===== src/usbreq_pkg.sv =====
// ----------------------------------------------------------------------------
// usbreq_pkg
// Shared types and codes for the USB standard request responder.
// ----------------------------------------------------------------------------
package usbreq_pkg;

   localparam int MAX_INTERFACES_DEFAULT = 8;
   localparam int MAX_STRINGS            = 8;
   localparam int CSR_INDEX_W            = 8;
   localparam int CSR_DATA_W             = 64;

   // result codes
   localparam logic [2:0] RC_DATA       = 3'd0;
   localparam logic [2:0] RC_NODATA     = 3'd1;
   localparam logic [2:0] RC_STALL      = 3'd2;
   localparam logic [2:0] RC_CLASS      = 3'd3;
   localparam logic [2:0] RC_VENDOR     = 3'd4;
   localparam logic [2:0] RC_DESC_FWD   = 3'd5;
   localparam logic [2:0] RC_STRING_FWD = 3'd6;

   // data sources
   localparam logic [3:0] SRC_NONE         = 4'd0;
   localparam logic [3:0] SRC_INLINE       = 4'd1;
   localparam logic [3:0] SRC_DEVICE       = 4'd2;
   localparam logic [3:0] SRC_CONFIG       = 4'd3;
   localparam logic [3:0] SRC_STRING       = 4'd4;
   localparam logic [3:0] SRC_LANGUAGE     = 4'd5;
   localparam logic [3:0] SRC_DEFAULT_LANG = 4'd6;
   localparam logic [3:0] SRC_HID          = 4'd7;
   localparam logic [3:0] SRC_REPORT       = 4'd8;
   localparam logic [3:0] SRC_BOS          = 4'd9;

   // request types
   localparam logic [1:0] TYPE_STANDARD = 2'd0;
   localparam logic [1:0] TYPE_CLASS    = 2'd1;
   localparam logic [1:0] TYPE_VENDOR   = 2'd2;

   // standard request codes
   localparam logic [7:0] REQ_GET_STATUS        = 8'h00;
   localparam logic [7:0] REQ_CLEAR_FEATURE     = 8'h01;
   localparam logic [7:0] REQ_SET_FEATURE       = 8'h03;
   localparam logic [7:0] REQ_SET_ADDRESS       = 8'h05;
   localparam logic [7:0] REQ_GET_DESCRIPTOR    = 8'h06;
   localparam logic [7:0] REQ_GET_CONFIGURATION = 8'h08;
   localparam logic [7:0] REQ_SET_CONFIGURATION = 8'h09;
   localparam logic [7:0] REQ_GET_INTERFACE     = 8'h0A;
   localparam logic [7:0] REQ_SET_INTERFACE     = 8'h0B;

   // descriptor types
   localparam logic [7:0] DT_DEVICE      = 8'h01;
   localparam logic [7:0] DT_CONFIG      = 8'h02;
   localparam logic [7:0] DT_STRING      = 8'h03;
   localparam logic [7:0] DT_QUALIFIER   = 8'h06;
   localparam logic [7:0] DT_OTHER_SPEED = 8'h07;
   localparam logic [7:0] DT_BOS         = 8'h0F;
   localparam logic [7:0] DT_HID         = 8'h21;
   localparam logic [7:0] DT_REPORT      = 8'h22;

   // presence flag bit positions
   localparam int FLAG_DEVICE      = 0;
   localparam int FLAG_HID         = 1;
   localparam int FLAG_VENDOR      = 2;
   localparam int FLAG_CLASS       = 3;
   localparam int FLAG_DESC_FWD    = 4;
   localparam int FLAG_STRING_FWD  = 5;
   localparam int FLAG_NOTIFY      = 6;
   localparam int FLAG_LANGUAGE    = 7;

   // register indexes
   localparam logic [CSR_INDEX_W-1:0] CSR_CONFIG_COUNT    = 8'd0;
   localparam logic [CSR_INDEX_W-1:0] CSR_STRING_COUNT    = 8'd1;
   localparam logic [CSR_INDEX_W-1:0] CSR_STRING_LENGTHS  = 8'd2;
   localparam logic [CSR_INDEX_W-1:0] CSR_CONFIG_DESC_LEN = 8'd3;
   localparam logic [CSR_INDEX_W-1:0] CSR_REPORT_DESC_LEN = 8'd4;
   localparam logic [CSR_INDEX_W-1:0] CSR_BOS_DESC_LEN    = 8'd5;
   localparam logic [CSR_INDEX_W-1:0] CSR_LANGUAGE_LEN    = 8'd6;
   localparam logic [CSR_INDEX_W-1:0] CSR_PRESENCE_FLAGS  = 8'd7;

   // fixed reply lengths
   localparam logic [15:0] LEN_DEVICE       = 16'd18;
   localparam logic [15:0] LEN_HID          = 16'd9;
   localparam logic [15:0] LEN_DEFAULT_LANG = 16'd4;
   localparam logic [15:0] LEN_STATUS       = 16'd2;
   localparam logic [15:0] LEN_BYTE         = 16'd1;

   localparam logic [4:0] RECIP_MAX = 5'd2;

   typedef struct packed {
      logic [7:0]  config_count;
      logic [3:0]  string_count;
      logic [63:0] string_lengths;
      logic [15:0] config_desc_length;
      logic [15:0] report_desc_length;
      logic [15:0] bos_desc_length;
      logic [7:0]  language_desc_length;
      logic [7:0]  presence_flags;
   } csr_type;

   typedef struct packed {
      logic [7:0]  request_type;
      logic [7:0]  request_code;
      logic [15:0] value_word;
      logic [15:0] index_word;
      logic [15:0] length_word;
   } packet_type;

   typedef struct packed {
      logic [2:0]  result_code;
      logic [3:0]  data_source;
      logic [7:0]  source_index;
      logic [15:0] inline_data;
      logic [15:0] data_length;
      logic        config_notify;
      logic [7:0]  current_config;
      logic [7:0]  current_address;
   } reply_type;

   typedef struct packed {
      logic       set_address;
      logic [7:0] address;
      logic       set_config;
      logic [7:0] cfg_value;
      logic       set_alt;
      logic [7:0] alt_index;
      logic [7:0] alt_value;
   } update_type;

endpackage


===== src/usbreq_csr.sv =====
// ----------------------------------------------------------------------------
// usbreq_csr
// Configuration registers written through the csr channel.
// ----------------------------------------------------------------------------
module usbreq_csr (
   input  logic                              clock,
   input  logic                              reset,
   input  logic                              csr_valid,
   input  logic                              csr_ready,
   input  logic [usbreq_pkg::CSR_INDEX_W-1:0] csr_index,
   input  logic [usbreq_pkg::CSR_DATA_W-1:0]  csr_data,
   output usbreq_pkg::csr_type               csr_out
);

   usbreq_pkg::csr_type csr_ff;
   usbreq_pkg::csr_type csr_in;

   always_comb begin
      csr_in = csr_ff;
      if (csr_valid && csr_ready) begin
         unique case (csr_index)
            usbreq_pkg::CSR_CONFIG_COUNT:    csr_in.config_count         = csr_data[7:0];
            usbreq_pkg::CSR_STRING_COUNT:    csr_in.string_count         = csr_data[3:0];
            usbreq_pkg::CSR_STRING_LENGTHS:  csr_in.string_lengths       = csr_data;
            usbreq_pkg::CSR_CONFIG_DESC_LEN: csr_in.config_desc_length   = csr_data[15:0];
            usbreq_pkg::CSR_REPORT_DESC_LEN: csr_in.report_desc_length   = csr_data[15:0];
            usbreq_pkg::CSR_BOS_DESC_LEN:    csr_in.bos_desc_length      = csr_data[15:0];
            usbreq_pkg::CSR_LANGUAGE_LEN:    csr_in.language_desc_length = csr_data[7:0];
            usbreq_pkg::CSR_PRESENCE_FLAGS:  csr_in.presence_flags       = csr_data[7:0];
            default: ;
         endcase
      end
   end

   always_ff @(posedge clock) begin
      if (reset) begin
         csr_ff.config_count         <= 8'd1;
         csr_ff.string_count         <= 4'd0;
         csr_ff.string_lengths       <= 64'd0;
         csr_ff.config_desc_length   <= 16'd0;
         csr_ff.report_desc_length   <= 16'd0;
         csr_ff.bos_desc_length      <= 16'd0;
         csr_ff.language_desc_length <= 8'd4;
         csr_ff.presence_flags       <= 8'd0;
      end else begin
         csr_ff <= csr_in;
      end
   end

   assign csr_out = csr_ff;

endmodule


===== src/usbreq_state.sv =====
// ----------------------------------------------------------------------------
// usbreq_state
// Device address, active configuration and per-interface alternate settings.
// ----------------------------------------------------------------------------
module usbreq_state #(
   parameter int MAX_INTERFACES = usbreq_pkg::MAX_INTERFACES_DEFAULT
) (
   input  logic                   clock,
   input  logic                   reset,
   input  logic                   update_en,
   input  usbreq_pkg::update_type update,
   input  logic [7:0]             alt_rd_index,
   output logic [7:0]             alt_rd_value,
   output logic [7:0]             device_address,
   output logic [7:0]             active_config
);

   localparam int IDX_W = (MAX_INTERFACES > 1) ? $clog2(MAX_INTERFACES) : 1;

   logic [7:0] address_ff;
   logic [7:0] config_ff;
   logic [7:0] alt_ff [MAX_INTERFACES];
   logic       rd_in_range;
   logic       wr_in_range;

   assign rd_in_range = {1'b0, alt_rd_index} < 9'(MAX_INTERFACES);
   assign wr_in_range = {1'b0, update.alt_index} < 9'(MAX_INTERFACES);

   always_ff @(posedge clock) begin
      if (reset) begin
         address_ff <= 8'd0;
         config_ff  <= 8'd0;
         for (int i = 0; i < MAX_INTERFACES; i++) begin
            alt_ff[i] <= 8'd0;
         end
      end else if (update_en) begin
         if (update.set_address) begin
            address_ff <= update.address;
         end
         if (update.set_config) begin
            config_ff <= update.cfg_value;
         end
         if (update.set_alt && wr_in_range) begin
            alt_ff[update.alt_index[IDX_W-1:0]] <= update.alt_value;
         end
      end
   end

   assign alt_rd_value   = rd_in_range ? alt_ff[alt_rd_index[IDX_W-1:0]] : 8'd0;
   assign device_address = address_ff;
   assign active_config  = config_ff;

endmodule


===== src/usbreq_decode.sv =====
// ----------------------------------------------------------------------------
// usbreq_decode
// Setup packet decode: reply fields and state updates for one transaction.
// ----------------------------------------------------------------------------
module usbreq_decode #(
   parameter int MAX_INTERFACES = usbreq_pkg::MAX_INTERFACES_DEFAULT
) (
   input  usbreq_pkg::packet_type pkt,
   input  usbreq_pkg::csr_type    csr,
   input  logic [7:0]             device_address,
   input  logic [7:0]             active_config,
   input  logic [7:0]             alt_rd_value,
   output logic [7:0]             alt_rd_index,
   output usbreq_pkg::reply_type  reply,
   output usbreq_pkg::update_type update
);

   logic [1:0]  rtype;
   logic [4:0]  recip;
   logic [7:0]  lo;
   logic [7:0]  intf;
   logic [7:0]  dtype;
   logic [7:0]  didx;
   logic        intf_ok;
   logic [3:0]  str_cnt;
   logic [2:0]  str_sel;
   logic [7:0]  str_len;
   logic [15:0] raw_len;
   logic [2:0]  code;
   logic [3:0]  src;
   logic [7:0]  idx;
   logic [15:0] inl;
   logic        notify;

   assign rtype   = pkt.request_type[6:5];
   assign recip   = pkt.request_type[4:0];
   assign lo      = pkt.value_word[7:0];
   assign dtype   = pkt.value_word[15:8];
   assign didx    = pkt.value_word[7:0];
   assign intf    = pkt.index_word[7:0];
   assign intf_ok = {1'b0, intf} < 9'(MAX_INTERFACES);
   assign str_cnt = (csr.string_count > 4'(usbreq_pkg::MAX_STRINGS)) ?
                    4'(usbreq_pkg::MAX_STRINGS) : csr.string_count;
   assign str_sel = 3'(didx - 8'd1);
   assign str_len = csr.string_lengths[{str_sel, 3'b000} +: 8];
   assign alt_rd_index = intf;

   always_comb begin
      code    = usbreq_pkg::RC_STALL;
      src     = usbreq_pkg::SRC_NONE;
      idx     = 8'd0;
      inl     = 16'd0;
      raw_len = 16'd0;
      notify  = 1'b0;
      update  = '0;
      update.address      = lo;
      update.cfg_value    = lo;
      update.alt_index    = intf;
      update.alt_value    = lo;

      unique case (rtype)
         usbreq_pkg::TYPE_STANDARD: begin
            unique case (pkt.request_code)
               usbreq_pkg::REQ_GET_DESCRIPTOR: begin
                  unique case (dtype)
                     usbreq_pkg::DT_DEVICE: begin
                        if (csr.presence_flags[usbreq_pkg::FLAG_DEVICE]) begin
                           code    = usbreq_pkg::RC_DATA;
                           src     = usbreq_pkg::SRC_DEVICE;
                           raw_len = usbreq_pkg::LEN_DEVICE;
                        end
                     end
                     usbreq_pkg::DT_CONFIG: begin
                        if (csr.config_desc_length != 16'd0 && didx < csr.config_count) begin
                           code    = usbreq_pkg::RC_DATA;
                           src     = usbreq_pkg::SRC_CONFIG;
                           idx     = didx;
                           raw_len = csr.config_desc_length;
                        end
                     end
                     usbreq_pkg::DT_STRING: begin
                        if (didx == 8'd0) begin
                           if (csr.presence_flags[usbreq_pkg::FLAG_LANGUAGE]) begin
                              if (csr.language_desc_length != 8'd0) begin
                                 code    = usbreq_pkg::RC_DATA;
                                 src     = usbreq_pkg::SRC_LANGUAGE;
                                 raw_len = {8'd0, csr.language_desc_length};
                              end
                           end else begin
                              code    = usbreq_pkg::RC_DATA;
                              src     = usbreq_pkg::SRC_DEFAULT_LANG;
                              raw_len = usbreq_pkg::LEN_DEFAULT_LANG;
                           end
                        end else if (didx <= {4'd0, str_cnt}) begin
                           if (str_len != 8'd0) begin
                              code    = usbreq_pkg::RC_DATA;
                              src     = usbreq_pkg::SRC_STRING;
                              idx     = didx;
                              raw_len = {8'd0, str_len};
                           end
                        end else if (csr.presence_flags[usbreq_pkg::FLAG_STRING_FWD]) begin
                           code = usbreq_pkg::RC_STRING_FWD;
                           idx  = didx;
                        end
                     end
                     usbreq_pkg::DT_QUALIFIER,
                     usbreq_pkg::DT_OTHER_SPEED: ;
                     usbreq_pkg::DT_HID: begin
                        if (csr.presence_flags[usbreq_pkg::FLAG_HID]) begin
                           code    = usbreq_pkg::RC_DATA;
                           src     = usbreq_pkg::SRC_HID;
                           raw_len = usbreq_pkg::LEN_HID;
                        end
                     end
                     usbreq_pkg::DT_REPORT: begin
                        if (csr.report_desc_length != 16'd0) begin
                           code    = usbreq_pkg::RC_DATA;
                           src     = usbreq_pkg::SRC_REPORT;
                           raw_len = csr.report_desc_length;
                        end
                     end
                     usbreq_pkg::DT_BOS: begin
                        if (csr.bos_desc_length != 16'd0) begin
                           code    = usbreq_pkg::RC_DATA;
                           src     = usbreq_pkg::SRC_BOS;
                           raw_len = csr.bos_desc_length;
                        end
                     end
                     default: begin
                        if (csr.presence_flags[usbreq_pkg::FLAG_DESC_FWD]) begin
                           code = usbreq_pkg::RC_DESC_FWD;
                           idx  = didx;
                        end
                     end
                  endcase
               end
               usbreq_pkg::REQ_SET_CONFIGURATION: begin
                  if (lo == 8'd0 || lo <= csr.config_count) begin
                     update.set_config = 1'b1;
                     code   = usbreq_pkg::RC_NODATA;
                     notify = csr.presence_flags[usbreq_pkg::FLAG_NOTIFY];
                  end
               end
               usbreq_pkg::REQ_GET_CONFIGURATION: begin
                  code    = usbreq_pkg::RC_DATA;
                  src     = usbreq_pkg::SRC_INLINE;
                  raw_len = usbreq_pkg::LEN_BYTE;
                  inl     = {8'd0, active_config};
               end
               usbreq_pkg::REQ_SET_ADDRESS: begin
                  update.set_address = 1'b1;
                  code = usbreq_pkg::RC_NODATA;
               end
               usbreq_pkg::REQ_GET_STATUS: begin
                  if (recip <= usbreq_pkg::RECIP_MAX) begin
                     code    = usbreq_pkg::RC_DATA;
                     src     = usbreq_pkg::SRC_INLINE;
                     raw_len = usbreq_pkg::LEN_STATUS;
                  end
               end
               usbreq_pkg::REQ_CLEAR_FEATURE,
               usbreq_pkg::REQ_SET_FEATURE: begin
                  code = usbreq_pkg::RC_NODATA;
               end
               usbreq_pkg::REQ_SET_INTERFACE: begin
                  update.set_alt = intf_ok;
                  code = usbreq_pkg::RC_NODATA;
               end
               usbreq_pkg::REQ_GET_INTERFACE: begin
                  code    = usbreq_pkg::RC_DATA;
                  src     = usbreq_pkg::SRC_INLINE;
                  raw_len = usbreq_pkg::LEN_BYTE;
                  inl     = {8'd0, alt_rd_value};
               end
               default: ;
            endcase
         end
         usbreq_pkg::TYPE_CLASS: begin
            if (csr.presence_flags[usbreq_pkg::FLAG_CLASS]) begin
               code = usbreq_pkg::RC_CLASS;
            end
         end
         usbreq_pkg::TYPE_VENDOR: begin
            if (csr.presence_flags[usbreq_pkg::FLAG_VENDOR]) begin
               code = usbreq_pkg::RC_VENDOR;
            end
         end
         default: ;
      endcase

      reply.result_code     = code;
      reply.data_source     = src;
      reply.source_index    = idx;
      reply.inline_data     = inl;
      reply.data_length     = (raw_len > pkt.length_word) ? pkt.length_word : raw_len;
      reply.config_notify   = notify;
      reply.current_config  = update.set_config ? lo : active_config;
      reply.current_address = update.set_address ? lo : device_address;
   end

endmodule


===== src/usb_standard_request_responder.sv =====
// ----------------------------------------------------------------------------
// usb_standard_request_responder
// Decodes USB setup packets and answers the standard requests.
//
// The req channel carries one setup packet per transaction (bmRequestType,
// bRequest, wValue, wIndex, wLength). The rsp channel returns exactly one
// reply per packet, in order: result code, data source and index, inline
// data, the byte count clamped to wLength, the notify flag and the device
// address and configuration that hold after the request.
// The csr channel writes the configuration registers and is always ready;
// the user must write it only while no transaction is in flight, as the
// block itself does not enforce this. A packet lands in an input register,
// is decoded combinationally and the reply is captured in an output
// register; one packet per cycle is sustained while rsp_ready is high.
// When rsp_ready is low the output register holds its reply, the input
// register still takes one more packet, then req_ready drops until the
// reply is taken. Reset empties both registers, clears the address,
// configuration and alternate settings and loads register defaults.
// ----------------------------------------------------------------------------
module usb_standard_request_responder #(
   parameter int MAX_INTERFACES = usbreq_pkg::MAX_INTERFACES_DEFAULT
) (
   input  logic                               clock,
   input  logic                               reset,

   input  logic                               req_valid,
   output logic                               req_ready,
   input  logic [7:0]                         req_request_type,
   input  logic [7:0]                         req_request_code,
   input  logic [15:0]                        req_value_word,
   input  logic [15:0]                        req_index_word,
   input  logic [15:0]                        req_length_word,

   output logic                               rsp_valid,
   input  logic                               rsp_ready,
   output logic [2:0]                         rsp_result_code,
   output logic [3:0]                         rsp_data_source,
   output logic [7:0]                         rsp_source_index,
   output logic [15:0]                        rsp_inline_data,
   output logic [15:0]                        rsp_data_length,
   output logic                               rsp_config_notify,
   output logic [7:0]                         rsp_current_config,
   output logic [7:0]                         rsp_current_address,

   input  logic                               csr_valid,
   output logic                               csr_ready,
   input  logic [usbreq_pkg::CSR_INDEX_W-1:0] csr_index,
   input  logic [usbreq_pkg::CSR_DATA_W-1:0]  csr_data
);

   logic                   in_valid_ff;
   logic                   in_valid_in;
   usbreq_pkg::packet_type pkt_ff;
   logic                   out_valid_ff;
   logic                   out_valid_in;
   usbreq_pkg::reply_type  reply_ff;
   usbreq_pkg::reply_type  reply;
   usbreq_pkg::update_type update;
   usbreq_pkg::csr_type    csr;
   logic                   out_load;
   logic                   req_take;
   logic [7:0]             alt_rd_index;
   logic [7:0]             alt_rd_value;
   logic [7:0]             device_address;
   logic [7:0]             active_config;

   assign csr_ready = 1'b1;

   assign out_load  = in_valid_ff && (!out_valid_ff || rsp_ready);
   assign req_ready = !in_valid_ff || out_load;
   assign req_take  = req_valid && req_ready;

   assign in_valid_in  = req_take || (in_valid_ff && !out_load);
   assign out_valid_in = out_load || (out_valid_ff && !rsp_ready);

   always_ff @(posedge clock) begin
      if (reset) begin
         in_valid_ff  <= 1'b0;
         out_valid_ff <= 1'b0;
      end else begin
         in_valid_ff  <= in_valid_in;
         out_valid_ff <= out_valid_in;
      end
   end

   always_ff @(posedge clock) begin
      if (req_take) begin
         pkt_ff.request_type <= req_request_type;
         pkt_ff.request_code <= req_request_code;
         pkt_ff.value_word   <= req_value_word;
         pkt_ff.index_word   <= req_index_word;
         pkt_ff.length_word  <= req_length_word;
      end
      if (out_load) begin
         reply_ff <= reply;
      end
   end

   usbreq_csr u_csr (
      .clock     (clock),
      .reset     (reset),
      .csr_valid (csr_valid),
      .csr_ready (csr_ready),
      .csr_index (csr_index),
      .csr_data  (csr_data),
      .csr_out   (csr)
   );

   usbreq_state #(
      .MAX_INTERFACES (MAX_INTERFACES)
   ) u_state (
      .clock          (clock),
      .reset          (reset),
      .update_en      (out_load),
      .update         (update),
      .alt_rd_index   (alt_rd_index),
      .alt_rd_value   (alt_rd_value),
      .device_address (device_address),
      .active_config  (active_config)
   );

   usbreq_decode #(
      .MAX_INTERFACES (MAX_INTERFACES)
   ) u_decode (
      .pkt            (pkt_ff),
      .csr            (csr),
      .device_address (device_address),
      .active_config  (active_config),
      .alt_rd_value   (alt_rd_value),
      .alt_rd_index   (alt_rd_index),
      .reply          (reply),
      .update         (update)
   );

   assign rsp_valid           = out_valid_ff;
   assign rsp_result_code     = reply_ff.result_code;
   assign rsp_data_source     = reply_ff.data_source;
   assign rsp_source_index    = reply_ff.source_index;
   assign rsp_inline_data     = reply_ff.inline_data;
   assign rsp_data_length     = reply_ff.data_length;
   assign rsp_config_notify   = reply_ff.config_notify;
   assign rsp_current_config  = reply_ff.current_config;
   assign rsp_current_address = reply_ff.current_address;

endmodule


===== config.mk =====
export PLATFORM = sky130hd
export DESIGN_NAME = usb_standard_request_responder
export DESIGN_NICKNAME = d
export VERILOG_FILES = /design/src/usbreq_pkg.sv /design/src/usbreq_csr.sv /design/src/usbreq_state.sv /design/src/usbreq_decode.sv /design/src/usb_standard_request_responder.sv
export SDC_FILE = /design/constraint.sdc
export NUM_CORES = 1
export LEC_CHECK = 0
export ABC_CLOCK_PERIOD_IN_PS = 5000
export BUFFER_PORTS_ARGS = -buffer_cell sky130_fd_sc_hd__clkbuf_2
export CAP_MARGIN = 15
export CORE_ASPECT_RATIO = 2
export CORE_MARGIN = 3
export CORE_UTILIZATION = 52
export CTS_CLUSTER_DIAMETER = 200
export DETAILED_ROUTE_END_ITERATION = 7
export PLACE_DENSITY = 0.86
export SYNTH_ARGS = -nofsm -noshare
export SYNTH_HDL_FRONTEND = slang
export SYNTH_SLANG_ARGS = --single-unit

===== constraint.sdc =====
create_clock -name clock -period 5 [get_ports clock]
set_input_delay 0.5 -clock clock [delete_from_list [all_inputs] [get_ports clock]]
set_output_delay 0.5 -clock clock [all_outputs]
set_load 0.03 [all_outputs]

# After elaboration in Yosys (flattened, before gate mapping)
# Memories as Yosys holds them, arrays and structs flattened. A register that Yosys moved wholly into a read port is not among the register bits.
# Cells that the tools add are included.
dict set report totals {
  ramBits 64
  inputBits 141
  register_bits 277
  mem_count 1
  wordCells 175
}
# name depth width read_ports rd_clocked_by_memory_dff write_ports line_no
set memory_table {}
lappend memory_table {u_state.alt_ff 8 8 1 1 8 usbreq_state.sv:22} ;# logic [7:0] alt_ff [MAX_INTERFACES];
dict set report op_classes {
  shifts 1
  add_sub_neg 1
  magnitude_cmp 7
  eq_ne 25
  n_reduce_logical 39
  muxes 76
}
# operator count
set ops {}
lappend ops {{$mux 16} 7}
lappend ops {{$mux 8} 13}
lappend ops {{$pmux 16 s6} 1}
lappend ops {{$eq 8x3->1 const B} 8}
lappend ops {{$shiftx 64x7->8} 1}
lappend ops {{$pmux 16 s3} 1}
lappend ops {{$reduce_bool 16->1} 3}
lappend ops {{$eq 8x2->1 const B} 5}
lappend ops {{$eq 8x4->1 const B} 5}
lappend ops {{$mux 3} 11}
lappend ops {{$mux 2} 13}
lappend ops {{$eq 8x1->1 const B} 3}
lappend ops {{$logic_not 8->1} 3}
lappend ops {{$mux 4} 6}
lappend ops {{$pmux 4 s6} 1}
lappend ops {{$pmux 8 s3} 1}
lappend ops {{$pmux 3 s7} 1}
lappend ops {{$reduce_and 2->1} 9}
lappend ops {{$eq 8x6->1 const B} 2}
lappend ops {{$gt 16x16->1} 1}
lappend ops {{$mux 1} 16}
lappend ops {{$pmux 8 s2} 1}
lappend ops {{$reduce_bool 8->1} 2}
lappend ops {{$pmux 3 s5} 1}
lappend ops {{21 further kinds} 34}

# Logic depth before layout (Yosys ltp)
# Gate-level depths: netlist (run 1).
dict set report logic_depth {
  ltp_word 11
  ltp_mapped 21
  ltp_nobuf 16
}

# Hierarchy
# A second synthesis (run 1) with hierarchy kept.
dict set report unflattened {
  cells_unflattened 1442
  hier_area_um2 16811.1
}
# module cells_per_inst area_each_um2 instances
set by_module_without_submodules {}
lappend by_module_without_submodules {usbreq_csr 540 5788.1 1}
lappend by_module_without_submodules {usb_standard_request_responder 140 3958.8 1}
lappend by_module_without_submodules {usbreq_decode 475 3563.4 1}
lappend by_module_without_submodules {usbreq_state 287 3500.9 1}

# Least setup slack after synthesis (run 1)
# No wires, ideal clock.
dict set report synth_path {
  kind {reg-to-reg}
  start {register pkt_ff[32] in the netlist's numbering}
  end {register reply_ff (netlist bit rsp_data_length[10]) (data pin)}
  required_time_ns 4.740
  n_path_buf 7
  arrival_ns 5.199
  synth_period_minus_slack_ns 5.458
  path_slack_ns -0.458
  stages_incl_launch_ff 22
  cell_sequence {edfxtp_1 buf_2 buf_2 clkbuf_1 inv_1 clkbuf_1 ha_1 clkbuf_1 clkbuf_1 mux4_2 nand2_1 a21oi_1 o41ai_1 nand2_1 ha_1 nor2b_1 o211ai_1 a21oi_1 o311a_1 nor2_1 clkbuf_1 mux2_2}
}
# item line_no
set synth_rtl {}
lappend synth_rtl {{start, declared} usb_standard_request_responder.sv:53} ;# usbreq_pkg::packet_type pkt_ff;
lappend synth_rtl {{end signal, assigned} usb_standard_request_responder.sv:95} ;# reply_ff <= reply;
lappend synth_rtl {{end, declared} usb_standard_request_responder.sv:56} ;# usbreq_pkg::reply_type reply_ff;

==> impl_metrics.env, run 1 <==
export IMPL_power_share_clock_pct=38.7
export IMPL_tightest_slew_ns=1.24
export IMPL_drc_errors=0
export IMPL_setup_ws_ns=0.176
export IMPL_synth_top_flop_cell="edfxtp_1"
export IMPL_synth_edf_count=175
export IMPL_synthToLayoutAreaGrowth_pct=14.0
export IMPL_routed_via_density=5.94
export IMPL_yosysWarningCount=0
export IMPL_die_y_um=248
export IMPL_hold_viol=0
export IMPL_drtPass1Iterations=7
export IMPL_num_rows=88
export IMPL_grtUsageTotal_pct=25.5
export IMPL_synth_area_per_cell_um2=11.1
export IMPL_nets=1711
export IMPL_maxCapViolations=0
export IMPL_final_max_slew_violation_count=0
export IMPL_synth_cell_types=77
export IMPL_wl_per_cell_um=21.5
export IMPL_syn_area_mm2=0.0153
export IMPL_synth_async_reset_ratio_pct=0
export IMPL_root_buffer="clkbuf_16"
export IMPL_fin_crit_ns=4.82
export IMPL_diodes=0
export IMPL_pwr_share_seq_pct=54.4
export IMPL_cts_buffers=27
export IMPL_power_density_mw_per_mm2=318
export IMPL_synthCells=1378
export IMPL_antenna_found_initial=0
export IMPL_drt_iter0_drc=779
export IMPL_rsz0062_at_grt="no"
export IMPL_dpl_hpwl_um=30900
export IMPL_crit_required_ns=5.31
export IMPL_finClkSkew_ns=0.0164
export IMPL_clk_latency_ns=0.57
export IMPL_grt_pass1_vias=11700
export IMPL_num_io_pins=208
export IMPL_cts_sinks=336
export IMPL_clk_pin_slew_ns=0.07
export IMPL_fp_dieArea_mm2=0.0316
export IMPL_r2r_setup_slack_ns=0.18
export IMPL_grt_max_degree=103
export IMPL_dp_slack_ns=0.281
export IMPL_die_w_um=127
export IMPL_max_slew_margin_pct=16.6
export IMPL_grt_pass1_wl_um=62600
export IMPL_fmax_ghz=0.207
export IMPL_layout_drive_gt1_share_pct=22.1
export IMPL_vias=11400
export IMPL_min_path_type="in -> reg"
export IMPL_cts_tree="yes"
export IMPL_status="finished, final reports clean"
export IMPL_multi_input_area_mm2=0.00634
export IMPL_seq_area_frac_synth_pct=55.5
export IMPL_cts_setup_buffers=0
export IMPL_detail_route_antenna_nets=0
export IMPL_vdd_drop_max_mv=0.242
export IMPL_crit_chain="ha_1 > and3_1 > o21ai_0 > and3_1 > buf_4 > nand3_1 > a31oi_1 > ha_1 > o211ai_1 > a21oi_1 > o311a_1 > nor2_1 > buf_4 > mux2_2"
export IMPL_p_comb_share_pct=6.9
export IMPL_final_period_utilization_pct=96.5
export IMPL_cp_start_kind="flop"
export IMPL_regArea_mm2=0.00848
export IMPL_crit_slowest_cell="edfxtp_1"
export IMPL_path_max_fanout=13
export IMPL_crit_type="reg -> reg"
export IMPL_cts_buffer_depth=3
export IMPL_p_int_mw=4.28
export IMPL_core_area_mm2=0.0290
export IMPL_cp_arrival_ns=5.13
export IMPL_cp_end_kind="flop"
export IMPL_max_stage_delay_ns=0.54
export IMPL_numPortBuffers=189
export IMPL_gp_congestion=0.992
export IMPL_htreeDepth=1
export IMPL_start_util_pct=52.8
export IMPL_swShare_pct=22.8
export IMPL_finalSetupViolations=0
export IMPL_switching_power_mw=1.26
export IMPL_n_fill_cell=2297
export IMPL_tns_ns=0
export IMPL_p_leak_nw=6.85
export IMPL_drt_total_wl_um=41200
export IMPL_synth_seq_cells=336
export IMPL_overflow=0
[per-layer routing]
metal | routed length (µm) | global-route usage (%)
met1 | 12700 | 23.7
met2 | 23100 | 49.6
met3 | 2010 | 3.16
met4 | 3430 | 17.6
met5 | 0 | 0
[power by group through the flow]
| stage | Combinational, mW | Clock [mW] | Sequential, mW |
|---|---|---|---|
| floorplan | 0.201 | 0 | 3.10 |
| global placement | 0.366 | 0 | 3.08 |
| detailed placement | 0.378 | 0 | 3.08 |
| CTS | 0.381 | 2.16 | 3.02 |
| global route | 0.405 | 2.27 | 3.02 |
| finish | 0.382 | 2.14 | 3.02 |
[through the flow]
step	cells	instance area [µm²]	total power [mW]	hold WS, ns	util (%)
after floorplan	1385	15300	3.30	0.433	-
after global placement	1872	16600	3.44	0.440	57.2
after detailed placement	1872	16600	3.46	0.446	57.2
after CTS	1920	17400	5.56	0.101	60.1
after global routing	1920	17400	5.70	0.106	60.2
final	1920	17400	5.55	0.113	60.2
[repair_timing]
item,CTS,global route
endpoints found under the setup margin,0,13
gates resized for setup,0,2
hold buffers,0,0
[Yosys cell counts, types with 5 or more instances]
master    count  area, µm²
edfxtp_1    175       5260
nand2_1     167        627
dfxtp_1     161       3220
nor2_1      128        480
a21oi_1      95        475
mux2i_1      91        911
clkbuf_1     73        274
and2_1       62        388
inv_1        32        120
mux2_2       32        360
mux4_2       32        721
ha_1         29        363
nor3_1       29        145
nor4_1       29        181
nand3_1      24        120
a22oi_1      19        143
and3_1       13       81.3
o21ai_0      13       65.1
a21o_1       10       75.1
nand2b_1     10       62.6
buf_4         9       67.6
nand4_1       9       56.3
nor2b_1       9       56.3
or3_1         9       56.3
or2_2         8       50.1
mux2_1        6       67.6
a221oi_1      5       43.8
buf_1         5       18.8
buf_2         5       25.0
nor3b_1       5       37.5
o211ai_1      5       37.5
or4_1         5       37.5
[placed cells by master (no fill, tap or decap), drive strengths merged, types with 12 or more instances in the layout]
master | Yosys | routed
a21oi | 95 | 95
a22oi | 19 | 19
and2 | 63 | 63
and3 | 13 | 13
buf | 19 | 31
clkbuf | 73 | 226
dfxtp | 161 | 161
edfxtp | 175 | 175
ha | 29 | 29
inv | 33 | 35
mux2 | 38 | 38
mux2i | 91 | 91
mux4 | 32 | 32
nand2 | 167 | 167
nand3 | 24 | 24
nor2 | 129 | 129
nor3 | 30 | 30
nor4 | 30 | 30
o21ai | 14 | 14
or2 | 12 | 12
[worst max-delay path, delay by kind of cell (launching register included)]
kind                       cells  cell delay (ns)
AOI/OAI and AO/OA              5             1.58
adders and majority gates      2             0.73
buffers and inverters          2             0.46
DFF                            1             0.54
muxes                          1             0.36
and+or+nand+nor                4             0.88
[final timing paths]
kind | startpoint | cells after the start | end
max | pkt_ff[37] | 14 | rsp_data_length[4]
max reg2reg | pkt_ff[37] | 14 | rsp_data_length[4]
min | req_request_code[6] | 1 | pkt_ff[54]
min reg2reg | u_csr.csr_out[110] | 2 | u_csr.csr_out[110]
[final cells by class]
| cell class | instances | area share, % |
|---|---|---|
| clock buffer | 38 | 4.21 |
| clock inverter | 10 | 0.732 |
| inverter | 34 | 0.732 |
| multi-input combinational | 923 | 36.4 |
| sequential | 336 | 48.6 |
| tap | 360 | 2.58 |
| timing repair buffer | 219 | 6.73 |
[sequential cells by signal, indices dropped and copies added (netlist names), named ones only]
| signal | count |
|---|---|
| u_csr.csr_out | 140 |
| u_state.alt_ff | 64 |
| pkt_ff | 55 |
| rsp_data_length | 16 |
| rsp_current_address | 8 |
| rsp_current_config | 8 |
| rsp_inline_data | 8 |
| rsp_source_index | 8 |
| u_state.active_config | 8 |
| u_state.device_address | 8 |
| rsp_data_source | 4 |
| rsp_result_code | 3 |
| in_valid_ff | 1 |
| rsp_config_notify | 1 |
| rsp_valid | 1 |
[kinds of logic after synthesis]
family / Yosys count / synth area share, %
AO/OA/AOI/OAI: 190 / 8.17
XOR/XNOR: 2 / 0.115
adder cells (fa/ha/maj): 29 / 2.37
buffers and inverters: 126 / 3.36
flip-flops: 336 / 55.5
multiplexers: 161 / 13.5
other: 2 / 0.0491
AND/OR/NAND/NOR: 532 / 17.0
Power figures use the tool's default switching activity.
==> run 2, diff against run 1 <==
--- a/config.mk
+++ b/config.mk
@@ -10,10 +10,10 @@
 export CAP_MARGIN = 15
 export CORE_ASPECT_RATIO = 2
 export CORE_MARGIN = 3
-export CORE_UTILIZATION = 52
+export CORE_UTILIZATION = 25
 export CTS_CLUSTER_DIAMETER = 200
 export DETAILED_ROUTE_END_ITERATION = 7
-export PLACE_DENSITY = 0.86
+export PLACE_DENSITY = 0.53
 export SYNTH_ARGS = -nofsm -noshare
 export SYNTH_HDL_FRONTEND = slang
 export SYNTH_SLANG_ARGS = --single-unit
==> impl_metrics.env, run 2 (same netlist as run 1, synthesis figures left out) <==
export IMPL_critPathTopFamily="compound AO/OA/AOI/OAI gates"
export IMPL_ff2ff_path_depth=17
export IMPL_drtPass1Iterations=5
export IMPL_final_period_utilization_pct=92.9
export IMPL_overflow=0
export IMPL_cts_tree="yes"
export IMPL_vdd_drop_max_mv=0.292
export IMPL_wl_met1_um=16800
export IMPL_final_area_mm2=0.0184
export IMPL_power_density_mw_per_mm2=323
export IMPL_dpl_cell_count=2307
export IMPL_crit_required_ns=5.33
export IMPL_cts_buffers=31
export IMPL_num_io_pins=208
export IMPL_largest_register_ffs=140
export IMPL_met2RoutedLength_um=28500
export IMPL_final_max_slew_violation_count=0
export IMPL_max_slew_margin_pct=32.4
export IMPL_power_share_clock_pct=42.3
export IMPL_fin_crit_ns=4.64
export IMPL_cts_buffer_depth=3
export IMPL_grt_max_degree=95
export IMPL_p_comb_share_pct=6.9
export IMPL_core_area_mm2=0.0602
export IMPL_routed_wl_met3_um=2270
export IMPL_numPortBuffers=189
export IMPL_nets=1737
export IMPL_drc_errors=0
export IMPL_path_max_fanout=9
export IMPL_hold_depth=1
export IMPL_clk_latency_ns=0.58
export IMPL_layout_drive_gt1_share_pct=24.1
export IMPL_detail_route_antenna_nets=0
export IMPL_vias=11400
export IMPL_final_cell_mix="clkbuf_2, edfxtp_1, nand2_1"
export IMPL_antenna_found_initial=2
export IMPL_cts_sinks=336
export IMPL_routed_via_density=4.79
export IMPL_dpl_hpwl_um=39000
export IMPL_dp_slack_ns=0.342
export IMPL_fmax_ghz=0.215
export IMPL_cp_num_buf_inv=3
export IMPL_grt_pass1_wl_um=74700
export IMPL_tns_ns=0
export IMPL_grtUsageTotal_pct=15.3
export IMPL_setup_ws_ns=0.356
export IMPL_cp_arrival_ns=4.98
export IMPL_cp_start_kind="flop"
export IMPL_root_buffer="clkbuf_16"
export IMPL_cp_end_kind="flop"
export IMPL_worstSetupPathDepth=17
export IMPL_p_leak_nw=7.08
export IMPL_swShare_pct=23.6
export IMPL_clk_pin_slew_ns=0.07
export IMPL_maxCapViolations=0
export IMPL_finalSetupViolations=0
export IMPL_status="finished, final reports clean"
export IMPL_ctsHoldBuffers=0
export IMPL_tightest_slew_ns=1.01
export IMPL_start_util_pct=25.4
export IMPL_routed_top_layer="met4"
export IMPL_finClkSkew_ns=0.00937
export IMPL_crit_type="reg -> reg"
export IMPL_crit_chain="ha_1 > nand4_1 > o21ai_0 > o2111ai_4 > a21oi_1 > buf_4 > o41ai_1 > buf_4 > nand2_1 > ha_1 > nor2b_1 > o211ai_1 > a21oi_1 > o311a_1 > nor2_1 > buf_4 > mux2_2"
export IMPL_grt_pass1_vias=12000
export IMPL_die_y_um=356
export IMPL_rsz0062_at_grt="no"
export IMPL_min_path_type="in -> reg"
export IMPL_htreeDepth=1
export IMPL_num_rows=127
export IMPL_dpl_instance_area_mm2=0.0173
export IMPL_path_common_cell="buf_4"
export IMPL_drt_iter0_drc=765
export IMPL_final_common_cell="clkbuf_2"
export IMPL_synthToLayoutAreaGrowth_pct=20.2
export IMPL_wl_per_cell_um=21.4
export IMPL_gp_congestion=0.922
export IMPL_die_w_um=181
export IMPL_fin_cells=2369
export IMPL_drt_total_wl_um=50600
export IMPL_pwr_share_seq_pct=50.8
export IMPL_p_int_mw=4.54
export IMPL_crit_slowest_cell="edfxtp_1"
export IMPL_switching_power_mw=1.40
export IMPL_max_stage_delay_ns=0.55
export IMPL_hold_viol=0
export IMPL_fp_dieArea_mm2=0.0643
==> run 2: final cells by class <==
class / count / area (µm²)
Clock inverter: 13 / 128
Clock buffer: 45 / 948
Timing Repair Buffer: 241 / 1380
Sequential cell: 336 / 8480
Fill cell: 6105 / 41900
Multi-Input combinational cell: 923 / 6340
Inverter: 34 / 128
Antenna cell: 3 / 7.51
Tap cell: 774 / 968
==> run 2: final timing paths <==
path,slack (ns),start,end
max,0.36,pkt_ff[33],rsp_data_length[13]
min,0.09,req_index_word[7],pkt_ff[23]
max reg2reg,0.36,pkt_ff[33],rsp_data_length[13]
min reg2reg,0.45,u_csr.csr_out[110],u_csr.csr_out[110]
==> run 2: repair_timing <==
item	in CTS	in global routing
resized for setup	0	1
setup endpoints to repair	0	9
buffers inserted	0	0
==> run 2: layer usage <==
layer | up-vias | track usage [%]
met5 | - | 0
met4 | 0 | 8.42
met3 | 108 | 1.99
met2 | 340 | 30.6
met1 | 5562 | 14.9
li1 | 5344 | -
==> run 2: power groups by stage <==
stage               Sequential [mW]  Clock, mW  Combinational, mW
finish                         3.02       2.51              0.409
global route                   3.03       2.68              0.439
CTS                            3.02       2.58              0.416
detailed placement             3.08          0              0.415
global placement               3.08          0              0.401
floorplan                      3.10          0              0.201
==> run 2: per-stage QoR <==
| step | hold slack (ns) | utilization (%) | power [mW] |
|---|---|---|---|
| after floorplan | 0.433 | - | 3.30 |
| after global placement | 0.441 | 28.6 | 3.49 |
| after detailed placement | 0.443 | 28.7 | 3.50 |
| after CTS | 0.0482 | 30.4 | 6.02 |
| after global routing | 0.0614 | 30.5 | 6.15 |
| final | 0.0870 | 30.5 | 5.94 |
==> run 3, diff against run 2 <==
--- a/config.mk
+++ b/config.mk
@@ -14,6 +14,7 @@
 export CTS_CLUSTER_DIAMETER = 200
 export DETAILED_ROUTE_END_ITERATION = 7
 export PLACE_DENSITY = 0.53
+export RECOVER_POWER = 50
 export SYNTH_ARGS = -nofsm -noshare
 export SYNTH_HDL_FRONTEND = slang
 export SYNTH_SLANG_ARGS = --single-unit
==> impl_metrics.env, run 3 (same netlist as run 1, synthesis figures left out) <==
export IMPL_crit_required_ns=5.33
export IMPL_vdd_drop_max_mv=0.291
export IMPL_power_density_mw_per_mm2=325
export IMPL_swShare_pct=23.7
export IMPL_grt_pass1_vias=12000
export IMPL_clk_latency_ns=0.59
export IMPL_antenna_found_initial=2
export IMPL_gp_congestion=0.922
export IMPL_rsz0062_at_grt="no"
export IMPL_wl_per_cell_um=21.4
export IMPL_final_area_mm2=0.0183
export IMPL_dpl_instance_area_mm2=0.0173
export IMPL_synthToLayoutAreaGrowth_pct=19.6
export IMPL_num_io_pins=208
export IMPL_cts_tree="yes"
export IMPL_power_share_clock_pct=42.3
export IMPL_start_util_pct=25.4
export IMPL_tns_ns=0
export IMPL_htreeDepth=1
export IMPL_p_int_mw=4.53
export IMPL_fin_cells=2369
export IMPL_p_comb_share_pct=6.8
export IMPL_drc_errors=0
export IMPL_min_path_type="in -> reg"
export IMPL_detail_route_antenna_nets=0
export IMPL_hold_viol=0
export IMPL_grtUsageTotal_pct=15.3
export IMPL_fp_dieArea_mm2=0.0643
export IMPL_core_area_mm2=0.0602
export IMPL_clk_pin_slew_ns=0.07
export IMPL_root_buffer="clkbuf_16"
export IMPL_cp_arrival_ns=4.98
export IMPL_path_max_fanout=9
export IMPL_pwr_share_seq_pct=50.9
export IMPL_final_max_slew_violation_count=235
export IMPL_ctsHoldBuffers=0
export IMPL_final_period_utilization_pct=93.0
export IMPL_drtPass1Iterations=7
export IMPL_cp_end_kind="flop"
export IMPL_cts_sinks=336
export IMPL_dp_slack_ns=0.342
export IMPL_overflow=0
export IMPL_ctsResizeCount=0
export IMPL_finClkSkew_ns=0.0109
export IMPL_crit_type="reg -> reg"
export IMPL_violations="max-capacitance violations, max-slew violations"
export IMPL_tightest_slew_ns=2.76
export IMPL_cp_start_kind="flop"
export IMPL_final_common_cell="edfxtp_1"
export IMPL_routed_via_density=4.80
export IMPL_nets=1737
export IMPL_num_rows=127
export IMPL_numPortBuffers=189
export IMPL_largest_register_ffs=140
export IMPL_die_w_um=181
export IMPL_dpl_hpwl_um=39000
export IMPL_setup_ws_ns=0.350
export IMPL_drt_total_wl_um=50700
export IMPL_p_leak_nw=6.88
export IMPL_final_cell_mix="edfxtp_1, nand2_1, dfxtp_1"
export IMPL_dpl_cell_count=2307
export IMPL_vias=11400
export IMPL_fmax_ghz=0.215
export IMPL_finalSetupViolations=0
export IMPL_grt_max_degree=95
export IMPL_status="finished, violations left"
export IMPL_grt_pass1_wl_um=74700
export IMPL_layout_drive_gt1_share_pct=19.5
export IMPL_fin_crit_ns=4.65
export IMPL_die_y_um=356
export IMPL_switching_power_mw=1.40
export IMPL_cts_setup_buffers=0
export IMPL_cts_buffers=31
export IMPL_max_slew_margin_pct=-84.1
export IMPL_post_route_util_pct=30.3
export IMPL_cts_buffer_depth=3
export IMPL_maxCapViolations=3
export IMPL_n_fill_cell=6121
export IMPL_drt_iter0_drc=739
-- run 3: layout make-up --
cell class                      count  area (µm²)  share of cell area, %
Sequential cell                   336        8480                   46.4
Multi-Input combinational cell    923        6340                   34.7
Timing Repair Buffer              241        1280                   7.02
Tap cell                          774         968                   5.30
Clock buffer                       45         948                   5.19
Clock inverter                     13         128                  0.698
Inverter                           34         128                  0.698
Antenna cell                        3        7.51                 0.0411
-- run 3: worst paths after layout --
kind / startpoint / end / slack, ns / cells past startpoint
hold / removal: req_index_word[5] / pkt_ff[21] / 0.08 / 1
setup reg to reg: pkt_ff[33] / rsp_data_length[13] / 0.35 / 17
hold reg to reg: u_csr.csr_out[110] / u_csr.csr_out[110] / 0.45 / 2
setup / recovery: pkt_ff[33] / rsp_data_length[13] / 0.35 / 17
-- run 3: through the flow --
| step | total power [mW] | hold WS (ns) |
|---|---|---|
| after floorplan | 3.30 | 0.433 |
| after global placement | 3.49 | 0.441 |
| after global routing | 6.14 | 0.0614 |
| after CTS | 6.02 | 0.0482 |
| final | 5.93 | 0.0846 |
| after detailed placement | 3.50 | 0.443 |
-- run 3: power groups by stage --
stage                     registers, mW  clock network (mW)  logic, mW
final                              3.02                2.51      0.402
after global routing               3.03                2.68      0.432
after CTS                          3.02                2.58      0.416
after detailed placement           3.08                   0      0.415
after global placement             3.08                   0      0.401
after floorplan                    3.10                   0      0.201
-- run 3: critical path: stages, from the launching register on --
cell and delay [ns]:
edfxtp_1 0.55, ha_1 0.37, nand4_1 0.08, o21ai_0 0.26, o2111ai_4 0.45, a21oi_1 0.12, buf_4 0.18, o41ai_1 0.38
buf_4 0.20, nand2_1 0.06, ha_1 0.28, nor2b_1 0.13, o211ai_1 0.15, a21oi_1 0.10, o311a_1 0.37, nor2_1 0.15
buf_4 0.20, mux2_2 0.34
-- run 3: layer usage --
layer	track usage, %	part of all wire (%)	vias up
li1	-	-	5340
met1	14.9	33	5579
met2	30.6	56	353
met3	1.99	4.5	108
met4	8.42	6.1	0
met5	0	0	-
